<file path="src/design/sesp_pkg.sv">
// Shared types and constants for the sequence event stream parser.
package sesp_pkg;

	localparam int SEEK_W      = 20;
	localparam int TICK_W      = 32;
	localparam int TEMPO_W     = 24;
	localparam int BEND_W      = 14;
	localparam int DELTA_W     = 28;
	localparam int QUEUE_DEPTH = 4;
	localparam int QPTR_W      = 2;

	localparam logic CMD_FEED    = 1'b0;
	localparam logic CMD_RESTART = 1'b1;

	localparam logic [3:0] ST_NOTE_OFF   = 4'h8;
	localparam logic [3:0] ST_NOTE_ON    = 4'h9;
	localparam logic [3:0] ST_CONTROL    = 4'hB;
	localparam logic [3:0] ST_PROGRAM    = 4'hC;
	localparam logic [3:0] ST_CHAN_PRESS = 4'hD;
	localparam logic [3:0] ST_BEND       = 4'hE;

	localparam logic [7:0] STATUS_SYS    = 8'hF0;
	localparam logic [7:0] STATUS_META   = 8'hFF;
	localparam logic [7:0] META_TEMPO    = 8'h51;
	localparam logic [7:0] META_EOT      = 8'h2F;
	localparam logic [7:0] CC_LOOP_COUNT = 8'd6;
	localparam logic [7:0] CC_LOOP_MARK  = 8'd99;
	localparam logic [7:0] MARK_START    = 8'd20;
	localparam logic [7:0] MARK_END      = 8'd30;
	localparam logic [7:0] LOOP_FOREVER  = 8'd127;

	localparam logic [TEMPO_W-1:0] TEMPO_DEFAULT   = 24'd500000;
	localparam logic [2:0]         DELTA_MAX_BYTES = 3'd4;

	typedef enum logic [3:0] {
		PH_DELTA  = 4'd0,
		PH_STATUS = 4'd1,
		PH_DATA1  = 4'd2,
		PH_DATA2  = 4'd3,
		PH_META   = 4'd4,
		PH_TEMPO1 = 4'd5,
		PH_TEMPO2 = 4'd6,
		PH_TEMPO3 = 4'd7,
		PH_EOTLEN = 4'd8
	} phase_t;

	typedef enum logic [3:0] {
		EV_NOTE_OFF   = 4'd0,
		EV_NOTE_ON    = 4'd1,
		EV_CONTROL    = 4'd2,
		EV_PROGRAM    = 4'd3,
		EV_BEND       = 4'd4,
		EV_TEMPO      = 4'd5,
		EV_LOOPBACK   = 4'd6,
		EV_END        = 4'd7,
		EV_RANOUT     = 4'd8,
		EV_BAD_STATUS = 4'd9,
		EV_DESYNC     = 4'd10
	} event_kind_t;

	typedef struct packed {
		logic       command;
		logic [7:0] byte_value;
		logic       last_byte;
	} feed_t;

	typedef struct packed {
		logic [3:0]         event_kind;
		logic [3:0]         channel;
		logic [7:0]         data_first;
		logic [7:0]         data_second;
		logic [BEND_W-1:0]  bend_value;
		logic [TICK_W-1:0]  delta_ticks;
		logic [TEMPO_W-1:0] tempo_us;
		logic [SEEK_W-1:0]  seek_position;
		logic               last_result;
	} res_t;

	typedef struct packed {
		logic two;
		res_t res_a;
		res_t res_b;
	} bundle_t;

	typedef struct packed {
		logic full;
		logic empty;
	} queue_status_t;

endpackage

</file>
<file path="src/design/seq_event_stream_parser_unit.sv">
// Sequence track event parser: top level joining front end, queue and back end.
// Path: a byte's first result is written to the queue, then loaded into the output register;
// a second result from the same byte is offered in the cycle after the first is taken.
// Throughput: one byte per cycle while the queue is not full; a byte with two results holds
// the output register for both; a run of such bytes fills the four-entry queue, stalling input.
// Reset: arst_n clears parse state, queue and output; a restart command clears parse state.
module seq_event_stream_parser_unit import sesp_pkg::*; #(
	parameter int POSITION_BITS = 20
) (
	input  logic  clk,
	input  logic  arst_n,
	input  logic  feed_valid,
	output logic  feed_ready,
	input  feed_t feed_data,
	output logic  res_valid,
	input  logic  res_ready,
	output res_t  res_data
);

	queue_status_t q_stat;
	logic          push, pop;
	bundle_t       push_data, pop_data;

	sesp_front #(
		.POSITION_BITS(POSITION_BITS)
	) u_front (
		.clk       (clk),
		.arst_n    (arst_n),
		.feed_valid(feed_valid),
		.feed_ready(feed_ready),
		.feed_data (feed_data),
		.q_stat    (q_stat),
		.push      (push),
		.push_data (push_data)
	);

	sesp_queue u_queue (
		.clk      (clk),
		.arst_n   (arst_n),
		.push     (push),
		.push_data(push_data),
		.pop      (pop),
		.pop_data (pop_data),
		.q_stat   (q_stat)
	);

	sesp_back u_back (
		.clk      (clk),
		.arst_n   (arst_n),
		.q_stat   (q_stat),
		.q_data   (pop_data),
		.pop      (pop),
		.res_valid(res_valid),
		.res_ready(res_ready),
		.res_data (res_data)
	);

endmodule

</file>
<file path="src/design/sesp_front.sv">
// Front end: accepts track bytes, runs the parse state and builds result bundles.
module sesp_front import sesp_pkg::*; #(
	parameter int POSITION_BITS = 20
) (
	input  logic          clk,
	input  logic          arst_n,
	input  logic          feed_valid,
	output logic          feed_ready,
	input  feed_t         feed_data,
	input  queue_status_t q_stat,
	output logic          push,
	output bundle_t       push_data
);

	phase_t                   ph_q, ph_n;
	logic [POSITION_BITS-1:0] pos_q, pos_n, pos_inc;
	logic [DELTA_W-1:0]       dacc_q, dacc_n, dacc_new, addx;
	logic [2:0]               dcnt_q, dcnt_n, dcnt_new;
	logic [TICK_W-1:0]        pend_q, pend_n, sum_sat;
	logic [TICK_W:0]          sum;
	logic [7:0]               rs_q, rs_n, cs_q, cs_n, fdl_q, fdl_n;
	logic [TEMPO_W-1:0]       tempo_q, tempo_n, tempo_full;
	logic [POSITION_BITS-1:0] lpos_q, lpos_n;
	logic [7:0]               lstat_q, lstat_n;
	logic                     lval_q, lval_n;
	logic [6:0]               loops_q, loops_n;
	logic                     fore_q, fore_n;
	logic                     run_q, run_n;

	logic [7:0]  b;
	logic        last, accept, step, loop_ok, take_loop, eot, do_data, dsecond;
	logic [14:0] bend_full;
	logic        ev1_v, ev2_v;
	res_t        ev1, ev2, loop_res, ranout_res;

	function automatic res_t mk_res(input event_kind_t kind, input logic [3:0] ch,
		input logic [7:0] d1, input logic [7:0] d2, input logic [BEND_W-1:0] bend,
		input logic [TEMPO_W-1:0] tempo, input logic [SEEK_W-1:0] seek);
		res_t r;
		r.event_kind    = kind;
		r.channel       = ch;
		r.data_first    = d1;
		r.data_second   = d2;
		r.bend_value    = bend;
		r.delta_ticks   = '0;
		r.tempo_us      = tempo;
		r.seek_position = seek;
		r.last_result   = 1'b0;
		return r;
	endfunction

	assign b          = feed_data.byte_value;
	assign last       = feed_data.last_byte;
	assign feed_ready = !q_stat.full;
	assign accept     = feed_valid && feed_ready;
	assign step       = accept && (feed_data.command == CMD_FEED) && run_q;
	assign pos_inc    = pos_q + 1'b1;
	assign dacc_new   = {dacc_q[DELTA_W-8:0], b[6:0]};
	assign dcnt_new   = dcnt_q + 3'd1;
	assign loop_ok    = lval_q && (fore_q || (loops_q != '0));
	assign tempo_full = ({tempo_q[TEMPO_W-1:8], b} == '0) ? TEMPO_DEFAULT
		: {tempo_q[TEMPO_W-1:8], b};
	assign bend_full  = {b, 7'b0} | {7'b0, fdl_q};
	assign loop_res   = mk_res(EV_LOOPBACK, '0, '0, '0, '0, '0, SEEK_W'(lpos_q));
	assign ranout_res = mk_res(EV_RANOUT, '0, '0, '0, '0, '0, '0);

	always_comb begin
		ph_n      = ph_q;
		pos_n     = pos_inc;
		dacc_n    = dacc_q;
		dcnt_n    = dcnt_q;
		rs_n      = rs_q;
		cs_n      = cs_q;
		fdl_n     = fdl_q;
		tempo_n   = tempo_q;
		lpos_n    = lpos_q;
		lstat_n   = lstat_q;
		lval_n    = lval_q;
		loops_n   = loops_q;
		fore_n    = fore_q;
		run_n     = run_q;
		ev1_v     = 1'b0;
		ev2_v     = 1'b0;
		ev1       = ranout_res;
		ev2       = ranout_res;
		take_loop = 1'b0;
		eot       = 1'b0;
		do_data   = 1'b0;
		dsecond   = 1'b0;
		addx      = '0;

		case (ph_q)
			PH_STATUS: begin
				if (!b[7]) begin
					if (rs_q == '0) begin
						ev1_v = 1'b1;
						ev1   = mk_res(EV_BAD_STATUS, '0, b, '0, '0, '0, '0);
						run_n = 1'b0;
					end else begin
						cs_n    = rs_q;
						do_data = 1'b1;
					end
				end else begin
					cs_n = b;
					if (b < STATUS_SYS) begin
						rs_n = b;
						ph_n = PH_DATA1;
					end else if (b == STATUS_META) begin
						ph_n = PH_META;
					end else begin
						ev1_v = 1'b1;
						ev1   = mk_res(EV_BAD_STATUS, '0, b, '0, '0, '0, '0);
						run_n = 1'b0;
					end
				end
			end
			PH_DATA1: begin
				do_data = 1'b1;
			end
			PH_DATA2: begin
				do_data = 1'b1;
				dsecond = 1'b1;
			end
			PH_META: begin
				if (b == META_TEMPO) begin
					ph_n = PH_TEMPO1;
				end else if (b == META_EOT) begin
					ph_n   = PH_EOTLEN;
					dcnt_n = '0;
					eot    = last;
				end else begin
					ev1_v = 1'b1;
					ev1   = mk_res(EV_DESYNC, '0, b, '0, '0, '0, '0);
					run_n = 1'b0;
				end
			end
			PH_TEMPO1: begin
				tempo_n = {b, 16'h0};
				ph_n    = PH_TEMPO2;
			end
			PH_TEMPO2: begin
				tempo_n = {tempo_q[TEMPO_W-1:16], b, tempo_q[7:0]};
				ph_n    = PH_TEMPO3;
			end
			PH_TEMPO3: begin
				tempo_n = tempo_full;
				ph_n    = PH_DELTA;
				ev1_v   = 1'b1;
				ev1     = mk_res(EV_TEMPO, '0, '0, '0, '0, tempo_full, '0);
			end
			PH_EOTLEN: begin
				dcnt_n = dcnt_new;
				eot    = !b[7] || (dcnt_new >= DELTA_MAX_BYTES) || last;
			end
			default: begin
				ph_n = PH_DELTA;
				if (!b[7] || (dcnt_new >= DELTA_MAX_BYTES)) begin
					addx   = dacc_new;
					dacc_n = '0;
					dcnt_n = '0;
					ph_n   = PH_STATUS;
				end else begin
					dacc_n = dacc_new;
					dcnt_n = dcnt_new;
				end
			end
		endcase

		if (eot) begin
			dacc_n = '0;
			dcnt_n = '0;
			ph_n   = PH_DELTA;
			ev1_v  = 1'b1;
			if (loop_ok) begin
				take_loop = 1'b1;
				ev1       = loop_res;
			end else begin
				ev1   = mk_res(EV_END, '0, '0, '0, '0, '0, '0);
				run_n = 1'b0;
			end
		end

		if (do_data) begin
			if (!dsecond) begin
				if (cs_n[7:4] inside {ST_PROGRAM, ST_CHAN_PRESS}) begin
					ph_n = PH_DELTA;
					if (cs_n[7:4] == ST_PROGRAM) begin
						ev1_v = 1'b1;
						ev1   = mk_res(EV_PROGRAM, cs_n[3:0], b, '0, '0, '0, '0);
					end
				end else begin
					fdl_n = b;
					ph_n  = PH_DATA2;
				end
			end else begin
				ph_n = PH_DELTA;
				case (cs_n[7:4])
					ST_NOTE_OFF: begin
						ev1_v = 1'b1;
						ev1   = mk_res(EV_NOTE_OFF, cs_n[3:0], fdl_q, b, '0, '0, '0);
					end
					ST_NOTE_ON: begin
						ev1_v = 1'b1;
						ev1   = mk_res((b == '0) ? EV_NOTE_OFF : EV_NOTE_ON, cs_n[3:0],
							fdl_q, b, '0, '0, '0);
					end
					ST_CONTROL: begin
						ev1_v = 1'b1;
						ev1   = mk_res(EV_CONTROL, cs_n[3:0], fdl_q, b, '0, '0, '0);
						if (fdl_q == CC_LOOP_COUNT) begin
							fore_n  = (b >= LOOP_FOREVER);
							loops_n = (b >= LOOP_FOREVER) ? '0 : b[6:0];
						end else if (fdl_q == CC_LOOP_MARK) begin
							if (b == MARK_START) begin
								lpos_n  = pos_inc;
								lstat_n = rs_q;
								lval_n  = 1'b1;
							end else if ((b == MARK_END) && loop_ok) begin
								take_loop = 1'b1;
								ev2_v     = 1'b1;
								ev2       = loop_res;
							end
						end
					end
					ST_BEND: begin
						ev1_v = 1'b1;
						ev1   = mk_res(EV_BEND, cs_n[3:0], '0, '0, bend_full[BEND_W-1:0],
							'0, '0);
					end
					default: begin
					end
				endcase
			end
		end

		if (take_loop) begin
			if (!fore_q) begin
				loops_n = loops_q - 7'd1;
			end
			pos_n = lpos_q;
			rs_n  = lstat_q;
			ph_n  = PH_DELTA;
		end

		if (run_n && last && !take_loop) begin
			if (ph_n == PH_DELTA) begin
				addx   = dacc_n;
				dacc_n = '0;
				dcnt_n = '0;
			end
			if (ev1_v) begin
				ev2_v = 1'b1;
			end else begin
				ev1_v = 1'b1;
			end
			run_n = 1'b0;
		end

		sum     = {1'b0, pend_q} + {{(TICK_W + 1 - DELTA_W){1'b0}}, addx};
		sum_sat = sum[TICK_W] ? '1 : sum[TICK_W-1:0];
		if (ev1_v) begin
			ev1.delta_ticks = sum_sat;
			pend_n          = '0;
		end else begin
			pend_n = sum_sat;
		end
	end

	always_comb begin
		push_data                   = '0;
		push_data.two               = ev2_v;
		push_data.res_a             = ev1;
		push_data.res_a.last_result = !ev2_v;
		push_data.res_b             = ev2;
		push_data.res_b.last_result = 1'b1;
	end

	assign push = step && ev1_v;

	always_ff @(posedge clk or negedge arst_n) begin
		if (!arst_n) begin
			ph_n_reset: begin
				ph_q    <= PH_DELTA;
				pos_q   <= '0;
				dacc_q  <= '0;
				dcnt_q  <= '0;
				pend_q  <= '0;
				rs_q    <= '0;
				cs_q    <= '0;
				fdl_q   <= '0;
				tempo_q <= '0;
				lpos_q  <= '0;
				lstat_q <= '0;
				lval_q  <= 1'b0;
				loops_q <= '0;
				fore_q  <= 1'b0;
				run_q   <= 1'b1;
			end
		end else if (accept && (feed_data.command == CMD_RESTART)) begin
			ph_q    <= PH_DELTA;
			pos_q   <= '0;
			dacc_q  <= '0;
			dcnt_q  <= '0;
			pend_q  <= '0;
			rs_q    <= '0;
			cs_q    <= '0;
			fdl_q   <= '0;
			tempo_q <= '0;
			lpos_q  <= '0;
			lstat_q <= '0;
			lval_q  <= 1'b0;
			loops_q <= '0;
			fore_q  <= 1'b0;
			run_q   <= 1'b1;
		end else if (step) begin
			ph_q    <= ph_n;
			pos_q   <= pos_n;
			dacc_q  <= dacc_n;
			dcnt_q  <= dcnt_n;
			pend_q  <= pend_n;
			rs_q    <= rs_n;
			cs_q    <= cs_n;
			fdl_q   <= fdl_n;
			tempo_q <= tempo_n;
			lpos_q  <= lpos_n;
			lstat_q <= lstat_n;
			lval_q  <= lval_n;
			loops_q <= loops_n;
			fore_q  <= fore_n;
			run_q   <= run_n;
		end
	end

endmodule

</file>
<file path="src/design/sesp_queue.sv">
// Short bundle queue between the parse front end and the output back end.
module sesp_queue import sesp_pkg::*; (
	input  logic          clk,
	input  logic          arst_n,
	input  logic          push,
	input  bundle_t       push_data,
	input  logic          pop,
	output bundle_t       pop_data,
	output queue_status_t q_stat
);

	bundle_t           mem_q [QUEUE_DEPTH];
	logic [QPTR_W-1:0] wr_q, rd_q;
	logic [QPTR_W:0]   cnt_q;

	assign q_stat.full  = (cnt_q == (QPTR_W + 1)'(QUEUE_DEPTH));
	assign q_stat.empty = (cnt_q == '0);
	assign pop_data     = mem_q[rd_q];

	always_ff @(posedge clk) begin
		if (push) begin
			mem_q[wr_q] <= push_data;
		end
	end

	always_ff @(posedge clk or negedge arst_n) begin
		if (!arst_n) begin
			wr_q  <= '0;
			rd_q  <= '0;
			cnt_q <= '0;
		end else begin
			if (push) begin
				wr_q <= wr_q + 1'b1;
			end
			if (pop) begin
				rd_q <= rd_q + 1'b1;
			end
			case ({push, pop})
				2'b10:   cnt_q <= cnt_q + 1'b1;
				2'b01:   cnt_q <= cnt_q - 1'b1;
				default: cnt_q <= cnt_q;
			endcase
		end
	end

endmodule

</file>
<file path="src/design/sesp_back.sv">
// Back end: splits bundles into single results and drives the output register.
module sesp_back import sesp_pkg::*; (
	input  logic          clk,
	input  logic          arst_n,
	input  queue_status_t q_stat,
	input  bundle_t       q_data,
	output logic          pop,
	output logic          res_valid,
	input  logic          res_ready,
	output res_t          res_data
);

	res_t out_q, sec_q;
	logic out_v_q, sec_v_q, load;

	assign load      = !out_v_q || res_ready;
	assign pop       = load && !sec_v_q && !q_stat.empty;
	assign res_valid = out_v_q;
	assign res_data  = out_q;

	always_ff @(posedge clk) begin
		if (load) begin
			if (sec_v_q) begin
				out_q <= sec_q;
			end else begin
				out_q <= q_data.res_a;
				sec_q <= q_data.res_b;
			end
		end
	end

	always_ff @(posedge clk or negedge arst_n) begin
		if (!arst_n) begin
			out_v_q <= 1'b0;
			sec_v_q <= 1'b0;
		end else if (load) begin
			if (sec_v_q) begin
				out_v_q <= 1'b1;
				sec_v_q <= 1'b0;
			end else begin
				out_v_q <= !q_stat.empty;
				sec_v_q <= !q_stat.empty && q_data.two;
			end
		end
	end

endmodule

</file>
<file path="config.mk">
export PLATFORM = sky130hd
export DESIGN_NAME = seq_event_stream_parser_unit
export DESIGN_NICKNAME = d
export VERILOG_FILES = /design/src/design/sesp_pkg.sv /design/src/design/seq_event_stream_parser_unit.sv /design/src/design/sesp_front.sv /design/src/design/sesp_queue.sv /design/src/design/sesp_back.sv
export SDC_FILE = /design/constraint.sdc
export NUM_CORES = 1
export LEC_CHECK = 0
export BUFFER_PORTS_ARGS = -buffer_cell sky130_fd_sc_hd__buf_4
export CAP_MARGIN = 20
export CELL_PAD_IN_SITES_DETAIL_PLACEMENT = 1
export CELL_PAD_IN_SITES_GLOBAL_PLACEMENT = 1
export CORE_ASPECT_RATIO = 0.5
export CORE_MARGIN = 3
export CORE_UTILIZATION = 31
export DETAILED_ROUTE_END_ITERATION = 10
export GPL_ROUTABILITY_DRIVEN = 0
export PLACE_DENSITY_LB_ADDON = 0.1
export SETUP_SLACK_MARGIN = 0.5
export SKIP_CTS_REPAIR_TIMING = 1
export SYNTH_ARGS = -nofsm -noshare
export SYNTH_HDL_FRONTEND = slang
export SYNTH_SLANG_ARGS = --single-unit
</file>
<file path="constraint.sdc">
create_clock -name clk -period 6.6 [get_ports clk]
set_clock_uncertainty 0.2 [all_clocks]
set_input_delay 0.66 -clock clk [delete_from_list [all_inputs] [get_ports clk]]
set_output_delay 0.66 -clock clk [all_outputs]
set_load 0.05 [all_outputs]
</file>
=== After elaboration in Yosys (flattened, before gate mapping) ===
Memories as Yosys holds them, arrays and structs flattened.
Index checks and enable logic that the tools add are counted.
W data, S select, Z words.

* Register bits after elaboration: 412
* Memory bits (writable): 920
* Input bits: 14
* Output and inout bits: 117
* Word-level logic and storage cells: 317
* Memories kept: 1

{| class="wikitable"
|+ Memory list
! name !! depth !! bits a word !! rd ports !! clocked after memory_dff !! write ports !! RTL line !! RTL
|-
| u_queue.mem_q || 4 || 230 || 1 || 0 || 1 || sesp_queue.sv:12 || <nowiki>bundle_t mem_q [QUEUE_DEPTH];</nowiki>
|}

* $add $sub $neg: 8
* $lt $le $gt $ge: 3
* Equal/unequal tests: 28
* Muxes and demuxes: 180
* Bitwise logic cells: 3
* Reduce and logical (&&, ||, !) cells: 55

{| class="wikitable"
|+ Operators with widths
! operator !! count
|-
| $mux W115 || 16
|-
| $pmux W115 S4 || 1
|-
| $pmux W115 S3 || 1
|-
| $mux W112 || 3
|-
| $mux W28 || 11
|-
| $mux W20 || 11
|-
| $mux W8 || 24
|-
| $mux W32 || 5
|-
| $mux W113 || 1
|-
| $mux W24 || 3
|-
| $pmux W24 S3 || 1
|-
| $mux W1 || 67
|-
| $mux W7 || 9
|-
| $mux W4 || 10
|-
| $add A32 B28 Y33 || 1
|-
| $eq A4 B4 Y1 const B || 7
|-
| $logic_not A24 Y1 || 1
|-
| $mux W3 || 8
|-
| $pmux W4 S6 || 1
|-
| $add A20 B1 Y20 const B || 1
|-
| $reduce_bool A2 Y1 || 9
|-
| $eq A4 B3 Y1 const B || 4
|-
| $eq A8 B5 Y1 const B || 2
|-
| $eq A8 B7 Y1 const B || 2
|-
| other kinds (43) || 78
|}

=== Logic depth before layout (Yosys ltp) ===
* Depth after elaboration: 22
* Depth in mapped cells: 24
* Gate-level depth less buffers: 21

=== By module ===
From an unflattened synthesis, not the netlist that was laid out.

* Cells, all modules: 3053
* Area total of the unflattened synthesis: 54284.6 µm²

{| class="wikitable"
|+ By module, submodules not included
! module !! instances !! cells each !! area an instance (µm²) !! seq. area each (µm²)
|-
| sesp_queue || 1 || 1244 || 33721.1 || 27921.8
|-
| sesp_front || 1 || 1441 || 12130.4 || 4130.2
|-
| sesp_back || 1 || 368 || 8433.1 || 6956.7
|}

=== Least setup slack after synthesis ===
No wires, ideal clock.

* Path type: register -> register
* Start: reg u_front.rs_q[5]
* End: mem u_queue.mem_q[0][0] (netlist name) (enable)
* Library setup time: 515 ps
* Arrival time: 5534 ps
* Data required time: 5885 ps
* Setup slack: 351 ps
* Stages on the path, launching flop included: 8
* Path buffers: 0
* Clock period less this slack: 6249 ps
* Path through: dfrtp_1 or4_4 or4_4 and3_4 a211oi_4 a2111oi_4 nand3_2 and3_1

* Word-level cells in the longest chain between the ends: 14
* Elaborated cells between the ends (all ways): 39
* Classes of those cells: eq/ne: 6; mux: 26; reduce/logical: 7

{| class="wikitable"
|+ RTL lines
! element !! RTL line !! RTL
|-
| start: declaration || sesp_front.sv:21 || <nowiki>logic [7:0] rs_q, rs_n, cs_q, cs_n, fdl_q, fdl_n;</nowiki>
|-
| start signal: assignment || sesp_front.sv:321 || <nowiki>rs_q <= rs_n;</nowiki>
|-
| $logic_not A8 Y1 || sesp_front.sv:95 || <nowiki>if (rs_q == '0) begin</nowiki>
|-
| $mux W8 || sesp_front.sv:95 ||
|-
| $mux W8 || sesp_front.sv:94 || <nowiki>if (!b[7]) begin</nowiki>
|-
| $mux W8 || sesp_front.sv:92 || <nowiki>case (ph_q)</nowiki>
|-
| $eq A4 B4 Y1 || sesp_front.sv:197 || <nowiki>case (cs_n[7:4])</nowiki>
|-
| $mux W1 || sesp_front.sv:197 ||
|-
| $mux W1 || sesp_front.sv:184 || <nowiki>if (!dsecond) begin</nowiki>
|-
| $mux W1 || sesp_front.sv:183 || <nowiki>if (do_data) begin</nowiki>
|-
| $logic_not A1 Y1 || sesp_front.sv:245 || <nowiki>if (run_n && last && !take_loop) begin</nowiki>
|-
| $logic_and A1 B1 Y1 || sesp_front.sv:245 ||
|-
| $mux W1 (*) || sesp_front.sv:245 ||
|-
| $logic_and A1 B1 Y1 (*) || sesp_front.sv:278 || <nowiki>assign push = step && ev1_v;</nowiki>
|-
| $mux W1 (*) || sesp_queue.sv:21 || <nowiki>if (push) begin</nowiki>
|-
| $mux W1 (not written as such) (*) || sesp_queue.sv:22 || <nowiki>mem_q[wr_q] <= push_data;</nowiki>
|-
| end: declaration || sesp_queue.sv:12 ||
|}

Mark *: on every way between the ends. The rest lies on a longest branch, timed or not.

==> out/metrics.cfg <==
[route]
drt-total-wl_um=100200
drtAntennaViolNets=0
drt_iter0_drc=1441
vias_per_cell=5.030
drc=0
vias=21050
wl_per_cell_um=23.95
drt-pass1-iter-count=4

[sta]
layout_min_cycle_time_ps=5818
maxSlewHeadroom_pct=32.16
min_period_over_period_pct=88.16
tightest_slew_ps=1018
tns_ps=0
max_freq_mhz=171.9
fin_ws_ps=781.7
drv_slew=0
finalSetupViolCount=0
rsz0062_at_grt=no
hold_viol=0

[clocking]
cts_tree=yes
cts_root_buf=clkbuf_16
ctsHtreeMaxLevel=3
cts_buffers=84
clk_latency_ps=680
cts_sinks=863
clk_pin_slew_ps=70
cts_buffer_depth=3

[global_route]
grt-ovfl-total=0
track_usage_pct=16.27
antenna_found_initial=7
grt_pass1_vias=22610
grt_max_degree=89
grt_pass1_wl_um=151500

[power]
p_leak_nw=15.42
powerDensity_nw_per_um2=396.7
ir_drop_mv=0.4681

[layout]
regArea_sq_um=25060
multi_input_area_sq_um=11060
areaGrowthSynthToFinish_pct=17.22
drive_above_1_share_pct=22.62
fillers=11790
nets=2590

[die]
die_area_sq_um=122900
die_w_um=492.8
ioPinCount=131
rows=88
core-area_sq_um=116400
initial_core_util_pct=31.56
die_h_um=249.4

[logic_synthesis]
synth_area_sq_um=36730
postSynthCellCount=2374
ys_ff_latch=863
synth_edf_count=689
syn_nets=2427
synthFlopType=edfxtp_1
synth_area_per_cell_sq_um=15.47
ys.warnings.count=0
synth_cell_type_count=98
postSynth.asyncResetShare_pct=20.16
ys_seq_area_share_pct=68.19

[placement]
dpl.hpwl_um=62940
io_buffers=130
pre_cts_ws_ps=259.1

[critical_path]
path_class=reg2reg
crit_arrival_ps=5990
endpoint_kind=flip-flop
critPathLaunchType=flip-flop
cp_data_required_time_ps=6770
reg2reg_slack_ps=780
timing.rr.start=u_front.rs_q[5]
rr_worst_depth=21
timing.rr.end=u_queue.mem_q[2][167]
crit_fanout=28

[worst_hold_path]
min_from=feed_valid
holdPathStages=3
min_delay_worst_endpoint=u_front.run_q
hp-class=in2reg

[run_status]
run_status=complete, no violations

[job]
max-cap-violations=0

synth_stat cells (11+ instances only):
cell type | count | area share (%)
a211oi_1 | 20 | 0.41
a21o_1 | 18 | 0.37
a21oi_1 | 93 | 1.3
a22o_1 | 90 | 2.1
a22oi_1 | 11 | 0.22
a31oi_1 | 12 | 0.20
and2_1 | 81 | 1.4
and3_1 | 18 | 0.31
buf_1 | 24 | 0.25
buf_2 | 17 | 0.23
clkbuf_1 | 92 | 0.94
dfrtp_1 | 173 | 12
edfxtp_1 | 689 | 56
ha_1 | 37 | 1.3
inv_1 | 40 | 0.41
mux2_2 | 22 | 0.67
mux2i_1 | 17 | 0.46
mux4_2 | 138 | 8.5
nand2_1 | 137 | 1.4
nand2b_1 | 16 | 0.27
nand3_1 | 31 | 0.42
nor2_1 | 107 | 1.1
nor2b_1 | 102 | 1.7
nor3_1 | 31 | 0.42
nor3b_1 | 14 | 0.29
nor4_1 | 12 | 0.20
o21ai_0 | 97 | 1.3
o22ai_1 | 12 | 0.20
o2bb2ai_1 | 14 | 0.33
o31ai_1 | 11 | 0.22
xnor2_1 | 34 | 0.81
xor2_1 | 11 | 0.26
sequential cells by signal, indices dropped and copies added, names as in the netlist, 4 cells and up:
name,count
u_queue.mem_q,552
u_back.res_data,115
u_front.pend_q,32
u_front.dacc_q,28
u_back.sec_q,22
u_front.lpos_q,20
u_front.pos_q,20
u_front.tempo_q,16
u_front.cs_q,8
u_front.fdl_q,8
u_front.lstat_q,8
u_front.rs_q,8
u_front.loops_q,7
u_front.ph_q,4
per-stage QoR:
| step | instances | hold slack (ps) | area (sq um) | total power [W] | utilization, % |
|---|---|---|---|---|---|
| floorplan | 2374 | 164.4 | 36740 | 0.01046 | - |
| global placement | 4021 | 276.5 | 39970 | 0.01214 | 34.34 |
| detailed placement | 4022 | 279.3 | 39990 | 0.01215 | 34.36 |
| CTS | 4179 | -319.8 | 42880 | 0.01736 | 36.85 |
| global route | 4184 | 71.04 | 43060 | 0.01797 | 36.99 |
| finish | 4184 | 125.9 | 43060 | 0.01708 | 36.99 |
final cells by class:
type / count / area share, %
antenna: 1 / 0.005812
clock buffer: 117 / 5.527
clock inverter: 40 / 1.203
inverter: 41 / 0.3691
multi-input combinational: 1326 / 25.68
sequential: 863 / 58.20
tap: 1575 / 4.577
timing repair buffer: 221 / 4.435
report_power, final:
part           internal (W)  leakage (nW)  switching (W)
Combinational       0.00181          4.99        0.00308
Sequential          0.00664          9.02       0.000419
Clock               0.00297          1.41        0.00217
cells in the final DEF, fill, tap and decap left out, types with 20 or more instances in the layout:
cell and n:
a211oi_1 20, a21oi_1 88, a22o_1 90, and2_1 81
buf_4 199, clkbuf_1 21, clkbuf_16 87, dfrtp_1 168
edfxtp_1 689, ha_1 35, inv_1 39, mux2_2 22
mux4_2 138, nand2_1 137, nand3_1 31, nor2_1 94
nor2b_1 102, nor3_1 27, o21ai_0 96, xnor2_1 34
cell families after synthesis:
| logic type | Yosys count | synth area share (%) |
|---|---|---|
| AO/OA/AOI/OAI | 454 | 8.605 |
| XOR/XNOR | 45 | 1.073 |
| adder cells (fa/ha/maj) | 40 | 1.397 |
| buffers and inverters | 185 | 2.146 |
| flip-flops | 863 | 68.19 |
| multiplexers | 178 | 9.630 |
| AND/OR/NAND/NOR | 609 | 8.962 |
worst max-delay path, cell delays in order (launching register included):
cell and delay, ps:
dfrtp_1 410, or4_4 610, o31ai_4 290, a21oi_2 150, o311a_4 420, a31oi_4 190
nand3_4 150, a21oi_2 250, buf_12 210, a22o_1 230, ha_1 310, a21o_1 210
a2111o_1 420, o21ai_2 200, a2111oi_2 100, buf_4 160, nor2_1 220, o21ai_2 150
buf_4 180, buf_12 140, nor2_1 210, nor2_2 90
layer usage:
| layer | GRT usage (%) | part of all wire, % | up-vias |
|---|---|---|---|
| met2 | 25.42 | 46 | 280 |
| met5 | 0 | 0 | - |
| li1 | - | - | 9543 |
| met4 | 3.247 | 1.4 | 0 |
| met1 | 23.89 | 49 | 11110 |
| met3 | 2.708 | 3.2 | 108 |
worst max path at each step:
stage / end / from / slack [ps]
3_5_place_dp: u_queue.mem_q[2][177] / feed_data[6] / 260
4_1_cts: u_queue.mem_q[0][177] / u_front.ph_q[0] / 350
2_1_floorplan: u_queue.mem_q[0][188] / feed_data[6] / 630
5_1_grt: u_queue.mem_q[2][166] / u_front.rs_q[5] / 490
3_3_place_gp: u_queue.mem_q[0][188] / feed_data[6] / 370
6_report: u_queue.mem_q[2][167] / u_front.rs_q[5] / 780
(Power assumes the default switching activity.)
